`config.mk`:
```
export PLATFORM = sky130hd
export DESIGN_NAME = murmur3_32_stream_hash_top
export DESIGN_NICKNAME = d
export VERILOG_FILES = /design/src/hw/rtl/mur3_pkg.sv /design/src/hw/rtl/mur3_ctrl.sv /design/src/hw/rtl/mur3_datapath.sv /design/src/hw/rtl/murmur3_32_stream_hash_top.sv
export VERILOG_INCLUDE_DIRS = /design/src /design/src/hw/rtl
export SDC_FILE = /design/constraint.sdc
export NUM_CORES = 2
export LEC_CHECK = 0
export ABC_AREA = 1
export BUFFER_PORTS_ARGS = -buffer_cell sky130_fd_sc_hd__buf_2
export CAP_MARGIN = 15
export CORE_UTILIZATION = 59
export DETAILED_ROUTE_END_ITERATION = 10
export PLACE_DENSITY = 0.88
export SLEW_MARGIN = 20
export SYNTH_ARGS = -nofsm -noshare
export SYNTH_HDL_FRONTEND = slang
export SYNTH_SLANG_ARGS = --single-unit
```
`constraint.sdc`:
```
create_clock -name i_clk -period 9.4 [get_ports i_clk]
set_input_delay 0.94 -clock i_clk [delete_from_list [all_inputs] [get_ports i_clk]]
set_output_delay 0.94 -clock i_clk [all_outputs]
set_load 0.02 [all_outputs]
```
`src/hw/rtl/assert_macros.svh`:
```
// Assertion macros shared by the RTL files.
// Each macro samples on i_clk and is disabled while i_rst_n is low.
`ifndef ASSERT_MACROS_SVH
`define ASSERT_MACROS_SVH

// Same-cycle implication.
`define ASSERT_IMPL(label, ante, cons) \
    label: assert property (@(posedge i_clk) disable iff (!i_rst_n) (ante) |-> (cons)) \
        else $error("assertion failed");

// Next-cycle implication.
`define ASSERT_NEXT(label, ante, cons) \
    label: assert property (@(posedge i_clk) disable iff (!i_rst_n) (ante) |=> (cons)) \
        else $error("assertion failed");

`endif

```
`src/hw/rtl/mur3_pkg.sv`:
```
// Shared constants, types and helper functions for the hash engine.
// No dependencies.
package mur3_pkg;

    localparam logic [31:0] MIX_C1  = 32'hcc9e2d51;
    localparam logic [31:0] MIX_C2  = 32'h1b873593;
    localparam logic [31:0] MIX_ADD = 32'he6546b64;
    localparam logic [31:0] FIN_M1  = 32'h85ebca6b;
    localparam logic [31:0] FIN_M2  = 32'hc2b2ae35;
    localparam int ROT_K     = 15;
    localparam int ROT_H     = 13;
    localparam int SHIFT_F1  = 16;
    localparam int SHIFT_F2  = 13;
    localparam logic [2:0] FULL_BYTES = 3'd4;

    typedef enum logic [2:0] {
        S_IDLE,
        S_MUL1,
        S_MUL2,
        S_MIX,
        S_FIN0,
        S_FM1,
        S_FM2
    } t_state;

    typedef enum logic [2:0] {
        OP_NONE,
        OP_LOAD,
        OP_MUL1,
        OP_MUL2,
        OP_MIX,
        OP_FIN0,
        OP_FM1,
        OP_FM2
    } t_op;

    typedef struct packed {
        t_op  op;
        logic out_load;
    } t_dp_cmd;

    typedef struct packed {
        logic out_busy;
        logic last;
    } t_dp_status;

    function automatic logic [31:0] f_rotl(input logic [31:0] v, input int n);
        f_rotl = (v << n) | (v >> (32 - n));
    endfunction

    function automatic logic [31:0] f_byte_mask(input logic [2:0] nbytes);
        case (nbytes)
            3'd0: f_byte_mask = 32'h0000_0000;
            3'd1: f_byte_mask = 32'h0000_00ff;
            3'd2: f_byte_mask = 32'h0000_ffff;
            3'd3: f_byte_mask = 32'h00ff_ffff;
            default: f_byte_mask = 32'hffff_ffff;
        endcase
    endfunction

endpackage

```
`src/hw/rtl/mur3_ctrl.sv`:
```
// Sequencer for the hash engine: steps one word through the shared multiplier.
// Depends on mur3_pkg.
module mur3_ctrl import mur3_pkg::*; (
    input  logic       i_clk,
    input  logic       i_rst_n,
    input  logic       i_in_valid,
    input  t_dp_status i_status,
    output logic       o_in_ready,
    output t_dp_cmd    o_cmd
);

    t_state r_state;
    t_state n_state;

    always_ff @(posedge i_clk) begin
        if (!i_rst_n) begin
            r_state <= S_IDLE;
        end else begin
            r_state <= n_state;
        end
    end

    always_comb begin
        n_state = r_state;
        case (r_state)
            S_IDLE: begin
                if (i_in_valid) begin
                    n_state = S_MUL1;
                end
            end
            S_MUL1: n_state = S_MUL2;
            S_MUL2: n_state = S_MIX;
            S_MIX: begin
                n_state = i_status.last ? S_FIN0 : S_IDLE;
            end
            S_FIN0: n_state = S_FM1;
            S_FM1:  n_state = S_FM2;
            S_FM2: begin
                if (!i_status.out_busy) begin
                    n_state = S_IDLE;
                end
            end
            default: n_state = S_IDLE;
        endcase
    end

    always_comb begin
        o_in_ready   = 1'b0;
        o_cmd.op       = OP_NONE;
        o_cmd.out_load = 1'b0;
        case (r_state)
            S_IDLE: begin
                o_in_ready = 1'b1;
                if (i_in_valid) begin
                    o_cmd.op = OP_LOAD;
                end
            end
            S_MUL1: o_cmd.op = OP_MUL1;
            S_MUL2: o_cmd.op = OP_MUL2;
            S_MIX:  o_cmd.op = OP_MIX;
            S_FIN0: o_cmd.op = OP_FIN0;
            S_FM1:  o_cmd.op = OP_FM1;
            S_FM2: begin
                o_cmd.op       = OP_FM2;
                o_cmd.out_load = !i_status.out_busy;
            end
            default: o_cmd.op = OP_NONE;
        endcase
    end

endmodule

```
`src/hw/rtl/mur3_datapath.sv`:
```
// Datapath: seed register, running hash, byte count, shared multiplier, result register.
// Depends on mur3_pkg and assert_macros.svh.
`include "assert_macros.svh"
module mur3_datapath import mur3_pkg::*; (
    input  logic        i_clk,
    input  logic        i_rst_n,
    input  logic        i_cfg_wr_en,
    input  logic [31:0] i_cfg_wr_data,
    input  logic [31:0] i_key_word,
    input  logic [2:0]  i_valid_bytes,
    input  logic        i_last_word,
    input  t_dp_cmd     i_cmd,
    input  logic        i_out_ready,
    output t_dp_status  o_status,
    output logic        o_out_valid,
    output logic [31:0] o_hash_value
);

    logic [31:0] r_seed;
    logic [31:0] r_hash;
    logic [31:0] r_total;
    logic        r_key_open;
    logic        r_out_valid;
    logic [31:0] r_acc;
    logic        r_last;
    logic        r_full;
    logic [31:0] r_out;

    logic [31:0] n_hash;
    logic [31:0] n_total;
    logic        n_key_open;
    logic        n_out_valid;
    logic [31:0] n_acc;
    logic        n_last;
    logic        n_full;
    logic [31:0] n_out;

    logic [2:0]  w_nbytes;
    logic [31:0] w_mul_b;
    logic [31:0] w_prod;
    logic [31:0] w_rot;
    logic [31:0] w_fin;

    assign w_nbytes = (i_valid_bytes > FULL_BYTES) ? FULL_BYTES : i_valid_bytes;
    assign w_prod   = r_acc * w_mul_b;
    assign w_rot    = f_rotl(r_hash, ROT_H);
    assign w_fin    = r_hash ^ r_total;

    always_comb begin
        case (i_cmd.op)
            OP_MUL1: w_mul_b = MIX_C1;
            OP_MUL2: w_mul_b = MIX_C2;
            OP_FM1:  w_mul_b = FIN_M1;
            OP_FM2:  w_mul_b = FIN_M2;
            default: w_mul_b = MIX_C1;
        endcase
    end

    always_comb begin
        n_hash      = r_hash;
        n_total     = r_total;
        n_key_open  = r_key_open;
        n_out_valid = r_out_valid && !i_out_ready;
        n_acc       = r_acc;
        n_last      = r_last;
        n_full      = r_full;
        n_out       = r_out;
        case (i_cmd.op)
            OP_LOAD: begin
                n_acc      = i_key_word & f_byte_mask(w_nbytes);
                n_last     = i_last_word;
                n_full     = (w_nbytes == FULL_BYTES);
                n_key_open = 1'b1;
                if (r_key_open) begin
                    n_total = r_total + {29'd0, w_nbytes};
                end else begin
                    n_hash  = r_seed;
                    n_total = {29'd0, w_nbytes};
                end
            end
            OP_MUL1: n_acc = f_rotl(w_prod, ROT_K);
            OP_MUL2: n_hash = r_hash ^ w_prod;
            OP_MIX: begin
                if (r_full) begin
                    n_hash = w_rot + (w_rot << 2) + MIX_ADD;
                end
            end
            OP_FIN0: n_acc = w_fin ^ (w_fin >> SHIFT_F1);
            OP_FM1:  n_acc = w_prod ^ (w_prod >> SHIFT_F2);
            OP_FM2: begin
                if (i_cmd.out_load) begin
                    n_out       = w_prod ^ (w_prod >> SHIFT_F1);
                    n_out_valid = 1'b1;
                    n_key_open  = 1'b0;
                end
            end
            default: n_acc = r_acc;
        endcase
    end

    always_ff @(posedge i_clk) begin
        if (!i_rst_n) begin
            r_seed      <= '0;
            r_hash      <= '0;
            r_total     <= '0;
            r_key_open  <= 1'b0;
            r_out_valid <= 1'b0;
        end else begin
            if (i_cfg_wr_en) begin
                r_seed <= i_cfg_wr_data;
            end
            r_hash      <= n_hash;
            r_total     <= n_total;
            r_key_open  <= n_key_open;
            r_out_valid <= n_out_valid;
        end
    end

    always_ff @(posedge i_clk) begin
        r_acc  <= n_acc;
        r_last <= n_last;
        r_full <= n_full;
        r_out  <= n_out;
    end

    assign o_status.out_busy = r_out_valid && !i_out_ready;
    assign o_status.last     = r_last;
    assign o_out_valid       = r_out_valid;
    assign o_hash_value      = r_out;

    `ASSERT_IMPL(a_no_overwrite, i_cmd.out_load, !(r_out_valid && !i_out_ready))
    `ASSERT_NEXT(a_load_opens, i_cmd.op == OP_LOAD, r_key_open)
    `ASSERT_NEXT(a_emit_closes, i_cmd.out_load, !r_key_open && r_out_valid)

endmodule

```
`src/hw/rtl/murmur3_32_stream_hash_top.sv`:
```
// Channel    Handshake                   Beat contents
// in         i_in_valid / o_in_ready     i_key_word, i_valid_bytes, i_last_word
// out        o_out_valid / i_out_ready   o_hash_value
// cfg        i_cfg_wr_en                 i_cfg_wr_data (seed)
//
// A word is accepted, then steps through MUL1 and MUL2 on the one shared
// 32x32 multiplier, then MIX. A last word adds FIN0, FM1 and FM2 to finalize.
// Reset is synchronous, active low; it clears seed, hash, count and valids.
// The result register lets the next key start while a hash waits; a second
// finished hash holds in the last finalizer step until the first is taken.
module murmur3_32_stream_hash_top import mur3_pkg::*; (
    input  logic        i_clk,
    input  logic        i_rst_n,
    input  logic        i_cfg_wr_en,
    input  logic [31:0] i_cfg_wr_data,
    input  logic        i_in_valid,
    output logic        o_in_ready,
    input  logic [31:0] i_key_word,
    input  logic [2:0]  i_valid_bytes,
    input  logic        i_last_word,
    output logic        o_out_valid,
    input  logic        i_out_ready,
    output logic [31:0] o_hash_value
);

    t_dp_cmd    w_cmd;
    t_dp_status w_status;

    mur3_ctrl u_ctrl (
        .i_clk      (i_clk),
        .i_rst_n    (i_rst_n),
        .i_in_valid (i_in_valid),
        .i_status   (w_status),
        .o_in_ready (o_in_ready),
        .o_cmd      (w_cmd)
    );

    mur3_datapath u_datapath (
        .i_clk         (i_clk),
        .i_rst_n       (i_rst_n),
        .i_cfg_wr_en   (i_cfg_wr_en),
        .i_cfg_wr_data (i_cfg_wr_data),
        .i_key_word    (i_key_word),
        .i_valid_bytes (i_valid_bytes),
        .i_last_word   (i_last_word),
        .i_cmd         (w_cmd),
        .i_out_ready   (i_out_ready),
        .o_status      (w_status),
        .o_out_valid   (o_out_valid),
        .o_hash_value  (o_hash_value)
    );

endmodule
```
==> flow_summary.json <==
{
  "yosys.area.top_type": "fa_1",
  "min_period_over_period": 0.968,
  "post-route-drc-count": 0,
  "yosysWarnings": 0,
  "dpl.cell_count": 3950,
  "row_count": 76,
  "cts_tree": "built",
  "track_usage": 0.405,
  "synth-seq-cells": 167,
  "fill_cells": 3683,
  "core_area_um2": 43000,
  "cts.sinks": 167,
  "drt-pass1-iter-count": 7,
  "yosys.cell_types.count": 56,
  "outcome": "completed",
  "synth_top_area_share": 0.309,
  "cp_max_fo": 10,
  "grt_pass1_vias": 23200,
  "netlist_area_um2": 25700,
  "yosysSeqAreaShare": 0.156,
  "vias": 23100,
  "cts.path.max_buffers": 2,
  "max_freq_mhz": 110,
  "grt_max_degree": 70,
  "grt.overflow.total": 0,
  "h-tree-depth": 4,
  "mostFrequentLayoutCell": "inv_1",
  "cp_slowest_cell": "fa_1",
  "timing.slew.headroom": 0.282,
  "regToRegStartpoint": "u_ctrl.r_state[0]",
  "finalHoldViolCount": 0,
  "worstSetupPathType": "flop to flop",
  "ant_nets": 0,
  "diodes": 0,
  "setup_ws_ps": 301,
  "layout_min_cycle_time_ps": 9100,
  "clk_latency_ps": 450,
  "stdcell_count": 3984,
  "synthTopCellsByArea": "fa_1, inv_1, ha_1",
  "worst_setup_path_end_kind": "flop",
  "async_flop_share": 0,
  "rsz0062_at_grt": "no",
  "cts_made_buffers": 17,
  "vias_per_cell": 5.79,
  "r2r_end": "u_datapath.r_acc[19]",
  "worst_pin_slew_ps": 1070,
  "synth-edff-count": 66,
  "initial_core_util": 0.598,
  "grt_pass1_wl_um": 133000,
  "cp-start-kind": "flop",
  "die_h_um": 211,
  "place_hpwl_um": 73500,
  "boundaryPins": 107,
  "fin_nets": 4058,
  "finalSetupTns_ps": 0,
  "rrSetupSlack_ps": 300,
  "cpPeakStageDelay_ps": 510,
  "ctsRootBufferMaster": "clkbuf_16",
  "cp_data_required_time_ps": 9530,
  "placed_area_um2": 27200,
  "layout_common_cells": "inv_1, nand2_1, fa_1",
  "worstHoldStart": "u_ctrl.r_state[1]",
  "hold_class": "flop to flop",
  "synth_ff_type": "dfxtp_1",
  "gp_congestion": 1.10,
  "clock_skew_ps": 13.5,
  "initialDrtViolationCount": 2943,
  "syn_to_final_growth_pct": 8.63,
  "io_buffers": 106,
  "whs_endpoint": "u_ctrl.r_state[1]",
  "die_area_um2": 44400,
  "cap_violations": 0,
  "slew_viol_final": 0,
  "arrival_ps": 9230,
  "min_path_cells": 2,
  "drive_gt1_frac": 0.0894,
  "syn_inst": 3262,
  "dp_slack_ps": 14.2,
  "synth_nets": 3934,
  "crit_path_frequent_cell": "inv_1",
  "finalSetupViolations": 0,
  "antenna_found_initial": 1,
  "wl_per_cell_um": 21.9,
  "path_clk_slew_ps": 70,
  "routed_wl_um": 87300,
  "final_area_um2": 27900,
  "rr_worst_depth": 38,
  "syn-mean-instance-area_um2": 7.88,
  "die_w_um": 211
}
[worst max path at each step]
stage,start,to,cells past startpoint
floorplan,i_in_valid,u_datapath.r_acc[15],43
global placement,i_in_valid,u_datapath.r_acc[19],37
detailed placement,i_in_valid,u_datapath.r_acc[15],47
CTS,u_ctrl.r_state[0],u_datapath.r_acc[15],48
global route,u_ctrl.r_state[0],u_datapath.r_acc[16],47
finish,u_ctrl.r_state[0],u_datapath.r_acc[19],38
[layer usage]
layer	part of all wire	up-vias	global-route usage
met3	0.13	434	0.101
met2	0.44	1611	0.637
met4	0.082	2	0.257
met5	0.00022	-	0
li1	-	10200	-
met1	0.35	10800	0.498
[sequential cells by signal, summed over array words and instances (netlist names)]
name and count:
u_datapath.o_hash_value 32, u_datapath.r_acc 32, u_datapath.r_hash 32, u_datapath.r_seed 32, u_datapath.r_total 32, u_ctrl.r_state 3
u_datapath.o_out_valid 1, u_datapath.r_full 1, u_datapath.r_key_open 1, u_datapath.r_last 1
[critical path: cells and delay by family (launching register included)]
kind            cells  cell delay [ps]
xor+xnor            1              260
fa+ha+maj          11             3960
compound gates      7             1790
buf+inv            11             1050
flops               1              340
simple gates        8             1350
[final cells by class]
type / instances / area (um2) / area share
clock buffers: 17 / 425 / 0.0152
clock inverters: 15 / 184 / 0.00659
inverters: 806 / 3030 / 0.109
multi-input cells: 2207 / 18400 / 0.659
flip-flops and latches: 167 / 4010 / 0.144
well taps: 585 / 732 / 0.0262
repair buffers: 187 / 1140 / 0.0409
[synthesized netlist by cell type (7+ instances only)]
cell type,count
nand3_1,138
nand4_1,22
edfxtp_1,66
nand2_4,7
nor3_1,14
o21bai_1,11
inv_1,790
xnor2_1,28
a31o_2,7
o2111ai_1,28
clkbuf_1,74
ha_1,203
dfxtp_1,101
nor2_1,230
a21oi_1,138
inv_2,8
o21ai_0,133
o211ai_1,8
fa_1,396
nand3b_1,14
or2_2,29
nand2_1,651
a21o_1,7
xor2_1,65
a31oi_1,22
[metrics by stage]
stage               hold slack [ps]  utilization
floorplan                       463            -
global placement                478        0.634
detailed placement              487        0.634
CTS                             500        0.648
global route                    512        0.649
finish                          500        0.649
[timing repair]
| item | in CTS | in global routing |
|---|---|---|
| endpoints found under the setup margin | 0 | 37 |
| setup buffers | 0 | 2 |
| hold buffers | 0 | 0 |
| gates resized for setup | 0 | 15 |
[kinds of logic (layout without fill, tap and decap cells)]
family / count (synthesis) / in the layout / share of synthesized area
simple gates: 1122 / 1122 / 0.184
buf+inv: 888 / 1025 / 0.131
fa+ha+maj: 599 / 599 / 0.407
compound gates: 392 / 392 / 0.0898
flops: 167 / 167 / 0.156
xor+xnor: 94 / 94 / 0.0326
Power is left out: the tool's default activity adds up to more than one toggle a clock period on the data nets, which glitch-free logic cannot reach.
